### src/dq_pkg.sv
// Shared constants, field widths and operation codes of the double-ended queue.
package dq_pkg;

    // Default sizing of the ring store
    localparam int DEPTH_DEF      = 16;
    localparam int DATA_WIDTH_DEF = 32;

    // Fixed widths of the stream fields
    localparam int OP_W    = 3;
    localparam int VALUE_W = 32;
    localparam int POS_W   = 16;
    localparam int COUNT_W = 5;

    // Operation codes carried in the slave tuser field
    typedef enum logic [OP_W-1:0] {
        OP_PUSH_FRONT = 3'd0,
        OP_PUSH_BACK  = 3'd1,
        OP_POP_FRONT  = 3'd2,
        OP_POP_BACK   = 3'd3,
        OP_READ_AT    = 3'd4
    } t_op;

endpackage

### src/dq_ring.sv
// Ring storage of the queue: one write port and one registered read port.
module dq_ring #(
    parameter int DEPTH      = dq_pkg::DEPTH_DEF,
    parameter int DATA_WIDTH = dq_pkg::DATA_WIDTH_DEF
) (
    input  logic                     i_clk,
    input  logic                     i_we,
    input  logic [$clog2(DEPTH)-1:0] i_waddr,
    input  logic [DATA_WIDTH-1:0]    i_wdata,
    input  logic [$clog2(DEPTH)-1:0] i_raddr,
    output logic [DATA_WIDTH-1:0]    o_rdata
);

    logic [DATA_WIDTH-1:0] r_mem [DEPTH];
    logic [DATA_WIDTH-1:0] r_rdata;

    // Write the addressed slot
    always_ff @(posedge i_clk) begin
        if (i_we) begin
            r_mem[i_waddr] <= i_wdata;
        end
    end

    // Register the read data
    always_ff @(posedge i_clk) begin
        r_rdata <= r_mem[i_raddr];
    end

    assign o_rdata = r_rdata;

endmodule

### src/dq_mod.sv
// Iterative remainder unit: reduces a read position modulo the element count.
module dq_mod #(
    parameter int CW = 5
) (
    input  logic                     i_clk,
    input  logic                     i_rst_n,
    input  logic                     i_start,
    input  logic [dq_pkg::POS_W-1:0] i_dividend,
    input  logic [CW-1:0]            i_divisor,
    output logic                     o_done,
    output logic [CW-1:0]            o_rem
);

    localparam int BW = $clog2(dq_pkg::POS_W);

    logic                     r_busy;
    logic                     r_done;
    logic [BW-1:0]            r_bit;
    logic [dq_pkg::POS_W-1:0] r_shift;
    logic [CW-1:0]            r_div;
    logic [CW-1:0]            r_rem;
    logic [CW:0]              trial;
    logic [CW:0]              diff;
    logic [CW-1:0]            n_rem;

    // One restoring step: bring in the next dividend bit, subtract if it fits
    always_comb begin
        trial = {r_rem, r_shift[dq_pkg::POS_W-1]};
        diff  = trial - {1'b0, r_div};
        if (trial >= {1'b0, r_div}) begin
            n_rem = diff[CW-1:0];
        end else begin
            n_rem = trial[CW-1:0];
        end
    end

    // Sequence one bit per cycle, most significant first
    always_ff @(posedge i_clk) begin
        if (!i_rst_n) begin
            r_busy <= 1'b0;
            r_done <= 1'b0;
            r_bit  <= '0;
        end else begin
            r_done <= 1'b0;
            if (i_start) begin
                r_busy <= 1'b1;
                r_bit  <= BW'(dq_pkg::POS_W - 1);
            end else if (r_busy) begin
                r_bit <= r_bit - 1'b1;
                if (r_bit == '0) begin
                    r_busy <= 1'b0;
                    r_done <= 1'b1;
                end
            end
        end
    end

    // Payload of the reduction
    always_ff @(posedge i_clk) begin
        if (i_start) begin
            r_shift <= i_dividend;
            r_div   <= i_divisor;
            r_rem   <= '0;
        end else if (r_busy) begin
            r_shift <= {r_shift[dq_pkg::POS_W-2:0], 1'b0};
            r_rem   <= n_rem;
        end
    end

    assign o_done = r_done;
    assign o_rem  = r_rem;

    // Remainder must be below the divisor once finished
    a_rem_range: assert property (@(posedge i_clk) disable iff (!i_rst_n)
        r_done |-> (r_rem < r_div))
        else $error("remainder not reduced below divisor");

    // A start always launches the iteration
    a_start_busy: assert property (@(posedge i_clk) disable iff (!i_rst_n)
        i_start |=> r_busy)
        else $error("start did not make unit busy");

    // Done and busy never overlap
    a_done_idle: assert property (@(posedge i_clk) disable iff (!i_rst_n)
        r_done |-> !r_busy)
        else $error("done raised while still busy");

endmodule

### src/double_ended_queue_top.sv
// Top level of the double-ended queue: stream ports, sequencer and status.
//
// A bounded double-ended queue in a ring of DEPTH slots. Each slave transaction carries
// one operation in tuser (push front, push back, pop front, pop back, read at position)
// and yields exactly one master transaction with the success flag, the value read, the
// front and back values, the count and an empty flag. Items are handled one at a time
// and tready is high only while the sequencer is idle. A push, a pop, a rejected read or
// an unassigned code first updates the ring in the execute state, then the front and
// back slots are fetched through the single registered read port before the result is
// registered for output; the next item can be accepted once the sequencer is idle again.
// For a read at a position on a non-empty store, the position is first reduced modulo
// the count by a remainder unit that retires one of its 16 bits per cycle, and the
// addressed slot is fetched before front and back. A finished result waits in the
// output register until taken; the next item may be accepted meanwhile, and its own
// result is held back until that register is free.
module double_ended_queue_top #(
    parameter int DEPTH      = dq_pkg::DEPTH_DEF,
    parameter int DATA_WIDTH = dq_pkg::DATA_WIDTH_DEF
) (
    input  logic         i_clk,
    input  logic         i_rst_n,
    input  logic         i_s_tvalid,
    output logic         o_s_tready,
    input  logic [47:0]  i_s_tdata,   // value[31:0], position[47:32]
    input  logic [2:0]   i_s_tuser,   // operation[2:0]
    output logic         o_m_tvalid,
    input  logic         i_m_tready,
    output logic [103:0] o_m_tdata    // ok[0], read_value[32:1], front_value[64:33],
                                      // back_value[96:65], count[101:97],
                                      // empty_res[102], zero pad[103]
);

    localparam int AW = $clog2(DEPTH);
    localparam int CW = $clog2(DEPTH + 1);
    localparam logic [CW:0] DEPTH_X = (CW + 1)'(DEPTH);
    localparam logic [AW-1:0] LAST_SLOT = AW'(DEPTH - 1);
    localparam logic [CW-1:0] DEPTH_C = CW'(DEPTH);

    typedef enum logic [2:0] {
        S_IDLE,
        S_EXEC,
        S_MOD,
        S_RD_ITEM,
        S_RD_FRONT,
        S_RD_BACK,
        S_DONE
    } t_state;

    t_state                      r_state;
    logic [dq_pkg::OP_W-1:0]     r_op;
    logic [dq_pkg::VALUE_W-1:0]  r_value;
    logic [dq_pkg::POS_W-1:0]    r_pos;
    logic [AW-1:0]               r_head;
    logic [CW-1:0]               r_count;
    logic                        r_ok;
    logic                        r_is_read;
    logic [DATA_WIDTH-1:0]       r_rd_val;
    logic [DATA_WIDTH-1:0]       r_front;
    logic                        r_out_valid;
    logic [103:0]                r_out_data;

    logic                        mod_start;
    logic                        mod_done;
    logic [CW-1:0]               mod_rem;
    logic                        we;
    logic [AW-1:0]               waddr;
    logic [AW-1:0]               raddr;
    logic [DATA_WIDTH-1:0]       wdata;
    logic [DATA_WIDTH-1:0]       rdata;
    logic [DATA_WIDTH+31:0]      value_ext;
    logic [AW-1:0]               head_dec;
    logic [AW-1:0]               head_inc;
    logic [CW-1:0]               count_dec;
    logic                        has_room;
    logic                        has_items;
    logic                        out_free;
    logic                        exec_ok;
    logic [31:0]                 rd_out;
    logic [31:0]                 front_out;
    logic [31:0]                 back_out;
    logic [dq_pkg::COUNT_W-1:0]  count_out;

    // Slot index of base plus offset, wrapped once around the ring
    function automatic logic [AW-1:0] ring_at(input logic [AW-1:0] base,
                                              input logic [CW-1:0] off);
        logic [CW:0] sum;
        logic [CW:0] wrapped;
        sum     = (CW + 1)'(base) + (CW + 1)'(off);
        wrapped = sum - DEPTH_X;
        if (sum >= DEPTH_X) begin
            ring_at = wrapped[AW-1:0];
        end else begin
            ring_at = sum[AW-1:0];
        end
    endfunction

    // Widen a stored element to the 32-bit field
    function automatic logic [31:0] to_field(input logic [DATA_WIDTH-1:0] d);
        logic [DATA_WIDTH+31:0] ext;
        ext = {32'd0, d};
        to_field = ext[31:0];
    endfunction

    // Neighbouring head positions and status
    assign head_dec  = (r_head == '0) ? LAST_SLOT : r_head - 1'b1;
    assign head_inc  = (r_head == LAST_SLOT) ? '0 : r_head + 1'b1;
    assign count_dec = r_count - 1'b1;
    assign has_room  = (r_count < DEPTH_C);
    assign has_items = (r_count != '0);
    assign out_free  = !r_out_valid || i_m_tready;

    // Success of the operation under execution
    always_comb begin
        case (r_op)
            dq_pkg::OP_PUSH_FRONT, dq_pkg::OP_PUSH_BACK: exec_ok = has_room;
            dq_pkg::OP_POP_FRONT, dq_pkg::OP_POP_BACK,
            dq_pkg::OP_READ_AT:                          exec_ok = has_items;
            default:                                     exec_ok = 1'b0;
        endcase
    end

    // Element to store: low DATA_WIDTH bits of the pushed value
    assign value_ext = {{DATA_WIDTH{1'b0}}, r_value};
    assign wdata     = value_ext[DATA_WIDTH-1:0];

    // Ring write for a push that fits
    always_comb begin
        we    = 1'b0;
        waddr = ring_at(r_head, r_count);
        if (r_state == S_EXEC && has_room) begin
            case (r_op)
                dq_pkg::OP_PUSH_FRONT: begin
                    we    = 1'b1;
                    waddr = head_dec;
                end
                dq_pkg::OP_PUSH_BACK: begin
                    we    = 1'b1;
                end
                default: we = 1'b0;
            endcase
        end
    end

    // Read address follows the fetch sequence
    always_comb begin
        case (r_state)
            S_RD_ITEM:         raddr = ring_at(r_head, mod_rem);
            S_RD_BACK, S_DONE: raddr = ring_at(r_head, count_dec);
            default:           raddr = r_head;
        endcase
    end

    assign mod_start = (r_state == S_EXEC) && (r_op == dq_pkg::OP_READ_AT) && has_items;

    dq_ring #(
        .DEPTH      (DEPTH),
        .DATA_WIDTH (DATA_WIDTH)
    ) u_ring (
        .i_clk   (i_clk),
        .i_we    (we),
        .i_waddr (waddr),
        .i_wdata (wdata),
        .i_raddr (raddr),
        .o_rdata (rdata)
    );

    dq_mod #(
        .CW (CW)
    ) u_mod (
        .i_clk      (i_clk),
        .i_rst_n    (i_rst_n),
        .i_start    (mod_start),
        .i_dividend (r_pos),
        .i_divisor  (r_count),
        .o_done     (mod_done),
        .o_rem      (mod_rem)
    );

    // Result fields, zero where the store is empty
    assign rd_out    = to_field(r_rd_val);
    assign front_out = has_items ? to_field(r_front) : 32'd0;
    assign back_out  = has_items ? to_field(rdata) : 32'd0;
    assign count_out = dq_pkg::COUNT_W'(r_count);

    // Sequencer, queue pointers and output register
    always_ff @(posedge i_clk) begin
        if (!i_rst_n) begin
            r_state     <= S_IDLE;
            r_head      <= '0;
            r_count     <= '0;
            r_out_valid <= 1'b0;
        end else begin
            if (r_out_valid && i_m_tready && (r_state != S_DONE)) begin
                r_out_valid <= 1'b0;
            end
            case (r_state)
                S_IDLE: begin
                    if (i_s_tvalid) begin
                        r_op    <= i_s_tuser;
                        r_value <= i_s_tdata[31:0];
                        r_pos   <= i_s_tdata[47:32];
                        r_state <= S_EXEC;
                    end
                end
                S_EXEC: begin
                    r_ok      <= exec_ok;
                    r_is_read <= mod_start;
                    r_rd_val  <= '0;
                    r_state   <= mod_start ? S_MOD : S_RD_FRONT;
                    case (r_op)
                        dq_pkg::OP_PUSH_FRONT: begin
                            if (has_room) begin
                                r_head  <= head_dec;
                                r_count <= r_count + 1'b1;
                            end
                        end
                        dq_pkg::OP_PUSH_BACK: begin
                            if (has_room) begin
                                r_count <= r_count + 1'b1;
                            end
                        end
                        dq_pkg::OP_POP_FRONT: begin
                            if (has_items) begin
                                r_head  <= head_inc;
                                r_count <= count_dec;
                            end
                        end
                        dq_pkg::OP_POP_BACK: begin
                            if (has_items) begin
                                r_count <= count_dec;
                            end
                        end
                        default: begin
                            // hold the pointers
                        end
                    endcase
                end
                S_MOD: begin
                    if (mod_done) begin
                        r_state <= S_RD_ITEM;
                    end
                end
                S_RD_ITEM: begin
                    r_state <= S_RD_FRONT;
                end
                S_RD_FRONT: begin
                    if (r_is_read) begin
                        r_rd_val <= rdata;
                    end
                    r_state <= S_RD_BACK;
                end
                S_RD_BACK: begin
                    r_front <= rdata;
                    r_state <= S_DONE;
                end
                S_DONE: begin
                    if (out_free) begin
                        r_out_valid <= 1'b1;
                        r_out_data  <= {1'b0, !has_items, count_out, back_out,
                                        front_out, rd_out, r_ok};
                        r_state     <= S_IDLE;
                    end
                end
                default: r_state <= S_IDLE;
            endcase
        end
    end

    assign o_s_tready = (r_state == S_IDLE);
    assign o_m_tvalid = r_out_valid;
    assign o_m_tdata  = r_out_data;

    // Count never exceeds the ring depth
    a_count_bound: assert property (@(posedge i_clk) disable iff (!i_rst_n)
        r_count <= DEPTH_C)
        else $error("element count beyond depth");

    // An accepted transaction is executed next
    a_accept_exec: assert property (@(posedge i_clk) disable iff (!i_rst_n)
        (i_s_tvalid && o_s_tready) |=> (r_state == S_EXEC))
        else $error("accepted transaction not executed");

    // Remainder completes only while waiting for it
    a_mod_state: assert property (@(posedge i_clk) disable iff (!i_rst_n)
        mod_done |-> (r_state == S_MOD))
        else $error("remainder finished outside its wait state");

endmodule
### config.mk
export PLATFORM = sky130hd
export DESIGN_NAME = double_ended_queue_top
export DESIGN_NICKNAME = d
export VERILOG_FILES = /design/src/dq_pkg.sv /design/src/dq_ring.sv /design/src/dq_mod.sv /design/src/double_ended_queue_top.sv
export SDC_FILE = /design/constraint.sdc
export NUM_CORES = 1
export LEC_CHECK = 0
export BUFFER_PORTS_ARGS = -buffer_cell sky130_fd_sc_hd__buf_2
export CAP_MARGIN = 20
export CORE_ASPECT_RATIO = 0.75
export CORE_UTILIZATION = 49
export CTS_CLUSTER_DIAMETER = 60
export DETAILED_ROUTE_END_ITERATION = 8
export PLACE_DENSITY_LB_ADDON = 0.12
export REMOVE_ABC_BUFFERS = 1
export SYNTH_ARGS = -nofsm -noshare
export SYNTH_HDL_FRONTEND = slang
export SYNTH_SLANG_ARGS = --single-unit
### constraint.sdc
create_clock -name i_clk -period 6.3 [get_ports i_clk]
set_input_delay 0.315 -clock i_clk [delete_from_list [all_inputs] [get_ports i_clk]]
set_output_delay 0.315 -clock i_clk [all_outputs]
set_load 0.01 [all_outputs]
==> impl_results.md, run 1 <==
* Post-synth top area share at 73.4%
* Fin Setup TNS at 0 ns
* Core ar. at 0.0621 mm^2
* Detailed placement HPWL at 38,700 um
* Layout Skew at 0.0263 ns
* CTS max path bufs at 3
* Fin. max-slew vios at 0
* Pwr/cell area at 321 mW/mm^2
* # clock sinks at 809
* Reg area at 0.0237 mm^2
* Ant. Diodes at 0
* Initial antenna violation count at 3
* CTS clk-pin slew, worst paths at 0.06 ns
* Minimum clock period at 4.59 ns
* Post-synth EDFFs at 753
* GRT Residual Overflow at 0
* Worst path required time at 6.81 ns
* Ys flop type: edfxtp_1
* Max rail drop VDD at 0.000234 V
* Worst Path Max Fanout at 64
* Worst-skew pair later-pin latency at 0.63 ns
* Fillers at 4,892
* Final Hold Vio Count at 0
* Placement-stage cell area at 0.0325 mm^2
* Post-synth cell types at 68
* MaxCap Viol Count at 0
* Post-Syn Area at 0.0308 mm^2
* Yosys top cell by area: edfxtp_1
* Seq/Total Area, Yosys at 77.1%
* Worst-Margin Slew at 1.02 ns
* H-tree levels at 3
* Largest net degree at the start of global routing at 74
* Die X at 291 um
* Multi-input gate area at 0.00651 mm^2
* Syn-to-layout area delta at 15.3%
* Cells after Synth at 2,128
* Tightest Hold Check Type: primary input to flop
* ANT nets after route at 0
* Top cells by area, synth: edfxtp_1 73%, nand2_1 6.4%, dfxtp_1 3.6%, nand3_1 3.2%, nor2b_1 1.4%
* Commonest cells in the synthesized netlist: 753 x edfxtp_1, 525 x nand2_1, 195 x nand3_1, 69 x nor2b_1, 67 x nand4_1
* Kind of critical path: flop to flop
* Routed wire per std cell at 21.6 um
* Vias/cell at 5.48
* Status: completed
* Vias in the first global route at 16,900
* Chip Height at 219 um
* Die area at 0.0638 mm^2
* Design Area, Final at 0.0355 mm^2
* Initial Util at 49.6%
* I/O Buffers at 159
* RSZ-0062 raised after global routing: false
* Fmax at 218 MHz
* Post-CTS Resized at 0
* WP data arrival at 5.10 ns
* Clock root buffer: clkbuf_16
* CTS tree: done
* DR vias at 17,700
* Hold-fix buffers, CTS at 52
* Startpoint types: flop
* Share of cells above drive strength 1 at 14.7%
* DRC Markers at 0
* Leak Pwr at 12.4 nW
* Rows at 79
* Initial drt markers at 1,610
* Post-synthesis average cell area at 14.5 um^2
* Count leader, synth: edfxtp_1
* Routability cong. at 0.810
* Synth Warn # at 0
* # setup viols final at 0
* First-pass GRT wire length at 105,000 um
* Initial DRT Pass Iterations at 5
* GRT Resource Usage Total at 22.1%
* Yosys reg bits at 809
* Ports at 161
* Setup crit end kind: flop
* Fin crit share at 72.9%
* Asr flop ratio synth at 0%
* DRT Wirelength at 69,600 um
* Post CTS Setup Buffer Count at 0
* Num CTS Buffers at 78
* Relative slew slack at 31.6%
* Final nets at 2,422
==> sequential cells by signal, summed over array words and instances (netlist names) <==
register	count
u_mod.r_bit	4
u_mod.o_rem	5
r_state	3
r_pos	16
r_head	4
r_ok	1
u_mod.r_busy	1
r_op	3
u_mod.o_done	1
u_ring.r_mem	512
u_ring.o_rdata	32
u_mod.r_div	5
r_rd_val	32
u_mod.r_shift	16
o_m_tdata	103
r_is_read	1
r_value	32
o_m_tvalid	1
r_front	32
count_out	5
==> cell usage in the layout, fill, tap and decap left out, drive strengths merged, types with 8 or more instances in the layout <==
cell type / Yosys / final
mux2i: 40 / 40
nand3: 195 / 195
clkbuf: 35 / 109
and2: 40 / 40
nand2: 525 / 525
a21oi: 17 / 17
edfxtp: 753 / 753
nor2b: 70 / 70
xnor2: 13 / 13
inv: 21 / 25
buf: 79 / 201
a32oi: 32 / 32
o21ai: 47 / 47
nor2: 33 / 33
dlygate4sd3: 0 / 52
dfxtp: 56 / 56
a21boi: 10 / 10
nand4: 67 / 67
xor2: 8 / 8
ha: 17 / 17
clkinv: 0 / 27
==> path summary, 6_finish.rpt <==
kind                                 to  slack (ns)  cells past startpoint                 startpoint
min reg2reg     o_m_tdata[10]$_DFFE_PP_        0.42                      0  r_rd_val[9]$_SDFFCE_PN0P_
max reg2reg  u_ring.o_rdata[15]$_DFF_P_        1.71                     15    r_state[1]$_SDFFE_PN0P_
max          u_ring.o_rdata[15]$_DFF_P_        1.71                     15    r_state[1]$_SDFFE_PN0P_
min             r_state[1]$_SDFFE_PN0P_        0.13                      3                 i_s_tvalid
==> power breakdown <==
part	switching, W	leakage [nW]	internal [W]
Clock	0.00198	1.19	0.00250
Combinational	0.000454	3.91	0.000261
Sequential	0.000189	7.27	0.00600
==> stage by stage <==
stage	utilization, %	hold WS [ns]	setup slack [ns]	std cells	power (W)
after detailed placement	52.4	0.405	1.59	3024	0.00699
after global placement	52.3	0.404	1.78	3021	0.00697
after floorplan	-	0.400	-0.761	2014	0.00671
after CTS	57.1	0.0890	1.59	3220	0.0115
after global routing	57.2	0.127	1.32	3221	0.0118
final	57.2	0.130	1.71	3221	0.0114
==> cell type report <==
cell class	count	share of cell area [%]
Inverter	21	0.222
Clock inverter	35	0.896
Multi-Input combinational cell	1184	18.4
Timing Repair Buffer	253	4.83
Tap cell	810	2.86
Sequential cell	809	66.9
Clock buffer	109	5.97
==> critical path, stage by stage (launching register included) <==
cell and delay (ns):
dfxtp_1 0.69, inv_1 0.22, nor2_1 0.16, o21ai_2 0.13, o21ai_0 0.27, ha_1 0.20, inv_1 0.06, fa_1 0.40
xnor2_1 0.37, a211oi_2 0.15, o21a_1 0.27, nor3_4 0.20, buf_4 0.77, a32oi_1 0.28, nand4_1 0.17, o21ai_1 0.07
==> metal layers <==
layer  vias up  wire, um  part of all wire [%]  global-route usage (%)
li1       8217         -                     -                       -
met1      8693     32700                    47                    33.2
met2       619     29700                    43                    32.2
met3       131      5460                   7.9                    5.12
met4         2      1710                   2.5                    6.42
met5         -        13                 0.019                       0
==> logic make-up (layout without fill, tap and decap cells) <==
| logic type | count (synthesis) | count (layout) | share of synthesized area, % |
|---|---|---|---|
| simple gates | 959 | 959 | 14.4 |
| flops | 809 | 809 | 77.1 |
| compound gates | 138 | 138 | 3.22 |
| buf+inv | 135 | 418 | 2.32 |
| mux | 44 | 44 | 1.45 |
| fa+ha+maj | 21 | 21 | 0.923 |
| xor+xnor | 21 | 21 | 0.622 |
| other cells | 1 | 1 | 0.0122 |
(Power assumes the default switching activity.)
==> inputs of run 2 (changes only) <==
- clock period: 6.3 -> 4.4 ns (I/O delays scaled with it)
==> run 2 against run 1 <==
Net effect: clock-buffer cell count shrank 8; sequential share of layout area decreased by 0.83 points; worst setup slack lost 1.3 ns; critical endpoint is now u_ring.o_rdata[31]$_DFF_P_; highest routed layer is now met4.
==> impl_results.md, run 2 (same netlist as run 1, synthesis figures left out) <==
* DR vias at 17,600 (was 17,700)
* GRT Resource Usage Total at 21.8% (was 22.1%)
* Fmax at 253 MHz (was 218 MHz)
* Pwr/cell area at 468 mW/mm^2 (was 321 mW/mm^2)
* Placement-stage cell area at 0.0327 mm^2 (was 0.0325 mm^2)
* Final nets at 2,433 (was 2,422)
* Vias in the first global route at 16,900 (about the same)
* H-tree levels at 3 (unchanged)
* GRT Residual Overflow at 0 (unchanged)
* Tightest Hold Check Type: primary input to flop (unchanged)
* Die area at 0.0638 mm^2 (unchanged)
* Worst-case reg-to-reg path depth at 15 (unchanged)
* Startpoint types: flop (unchanged)
* CTS clk-pin slew, worst paths at 0.06 ns (about the same)
* Fin crit share at 90.0% (was 72.9%)
* Dpl ws at 0.583 ns (was 1.59 ns)
* CTS max path bufs at 3 (unchanged)
* First-pass GRT wire length at 104,000 um (was 105,000 um)
* Routability cong. at 0.809 (was 0.810)
* HP Start: i_rst_n (was i_s_tvalid)
* Vias/cell at 5.44 (was 5.48)
* Die X at 291 um (unchanged)
* Num CTS Buffers at 79 (was 78)
* Hold-fix buffers, CTS at 53 (was 52)
* Fin. max-slew vios at 0 (unchanged)
* Final Hold Vio Count at 0 (unchanged)
* Largest net degree at the start of global routing at 85 (was 74)
* Post-CTS Resized at 0 (unchanged)
* # clock sinks at 809 (unchanged)
* Layout Skew at 0.0243 ns (was 0.0263 ns)
* Final setup margin at 0.442 ns (was 1.71 ns)
* RSZ-0062 raised after global routing: false (unchanged)
* WP data arrival at 4.45 ns (was 5.10 ns)
* Worst Path Max Fanout at 64 (unchanged)
* Commonest non-fill, non-tap cell in the layout: edfxtp_1 (unchanged)
* Initial Util at 49.6% (unchanged)
* Critical path origin: r_state[0]$_SDFFE_PN0P_ (was r_state[1]$_SDFFE_PN0P_)
* Initial drt markers at 1,519 (was 1,610)
* Design Area, Final at 0.0359 mm^2 (was 0.0355 mm^2)
* Detailed placement HPWL at 36,100 um (was 38,700 um)
* Ports at 161 (unchanged)
* Max rail drop VDD at 0.000323 V (was 0.000234 V)
* DRT Wirelength at 69,100 um (was 69,600 um)
* ANT nets after route at 0 (unchanged)
* # setup viols final at 0 (unchanged)
* Min Hold Slack at 0.0733 ns (was 0.130 ns)
* I/O Buffers at 159 (unchanged)
* Syn-to-layout area delta at 16.7% (was 15.3%)
* Worst path required time at 4.89 ns (was 6.81 ns)
* Initial antenna violation count at 0 (was 3)
* Core ar. at 0.0621 mm^2 (unchanged)
* Rows at 79 (unchanged)
* Worst-skew pair later-pin latency at 0.63 ns (about the same)
* CTS tree: done (unchanged)
* Setup crit end kind: flop (unchanged)
* Worst-Margin Slew at 1.01 ns (was 1.02 ns)
* MaxCap Viol Count at 0 (unchanged)
* Clock root buffer: clkbuf_16 (unchanged)
* Fin Setup TNS at 0 ns (unchanged)
* Fin util at 57.9% (was 57.2%)
* Hold path cells at 2 (was 3)
* DRC Markers at 0 (unchanged)
* Minimum clock period at 3.96 ns (was 4.59 ns)
* Worst r2r src: r_state[0]$_SDFFE_PN0P_ (was r_state[1]$_SDFFE_PN0P_)
* Max reg flops at 512 (unchanged)
* Status: completed (unchanged)
* Top reg by flops: u_ring.r_mem (unchanged)
* Relative slew slack at 32.8% (was 31.6%)
* Share of cells above drive strength 1 at 15.6% (was 14.7%)
* Chip Height at 219 um (unchanged)
* Most frequent cells in the layout: 753 x edfxtp_1, 525 x nand2_1, 195 x nand3_1, 160 x buf_2, 81 x clkbuf_16 (was 753 x edfxtp_1, 525 x nand2_1, 195 x nand3_1, 160 x buf_2, 78 x clkbuf_16)
* Initial DRT Pass Iterations at 5 (unchanged)
* Leak Pwr at 12.6 nW (was 12.4 nW)
* Kind of critical path: flop to flop (unchanged)
* Routed wire per std cell at 21.4 um (was 21.6 um)
* Post CTS Setup Buffer Count at 0 (unchanged)
==> run 2: cell types whose count changed in the layout (fill, tap and decap cells not counted), sizes merged <==
cell,delta
dlygate4sd3,+1
bufinv,+6
diode,+1
buf,+9
clkinv,+3
clkbuf,-8
inv,-1
clkinvlp,+3
==> run 2: final timing paths <==
kind	end	slack [ns]
max	u_ring.o_rdata[31]$_DFF_P_	0.44
min	count_out[1]$_SDFFE_PN0P_	0.07
max reg2reg	u_ring.o_rdata[31]$_DFF_P_	0.44
min reg2reg	o_m_tdata[19]$_DFFE_PP_	0.42
==> run 2: area by class of cell <==
type | instances | area [um^2]
diodes | 1 | 2.50
well taps | 810 | 1010
inverters | 21 | 78.8
clock inverters | 46 | 526
fillers | 4856 | 26100
clock buffers | 101 | 2160
multi-input cells | 1184 | 6510
repair buffers | 263 | 1910
flip-flops and latches | 809 | 23700
==> run 2: routing by layer <==
layer / vias up / track usage (%) / wire (um)
li1: 8231 / - / -
met1: 8719 / 32.5 / 32900
met2: 551 / 33.4 / 30700
met3: 87 / 3.62 / 4190
met4: 0 / 5.49 / 1210
met5: - / 0 / 0
==> run 2: report_power, final <==
group          switching [W]  internal [W]  total [W]
sequential          0.000256       0.00860    0.00885
clock                0.00288       0.00404    0.00692
combinational       0.000668      0.000385    0.00105
==> run 2: metrics by stage <==
step,total power [W],cells
2_1_floorplan,0.00960,2014
3_3_place_gp,0.0100,3033
3_5_place_dp,0.0100,3034
4_1_cts,0.0169,3234
5_1_grt,0.0174,3234
6_report,0.0168,3235
==> run 2: worst max-delay path, cell delays in order, from the launching register on <==
cell and delay, ns:
dfxtp_1 0.54, inv_2 0.20, nor2_2 0.27, o21ai_2 0.14
o21ai_0 0.19, ha_1 0.20, inv_1 0.06, fa_1 0.40
xnor2_1 0.36, a211oi_2 0.14, o21a_1 0.26, nor3_4 0.25
buf_12 0.40, nand3_1 0.16, nand4_1 0.15, o21ai_1 0.08
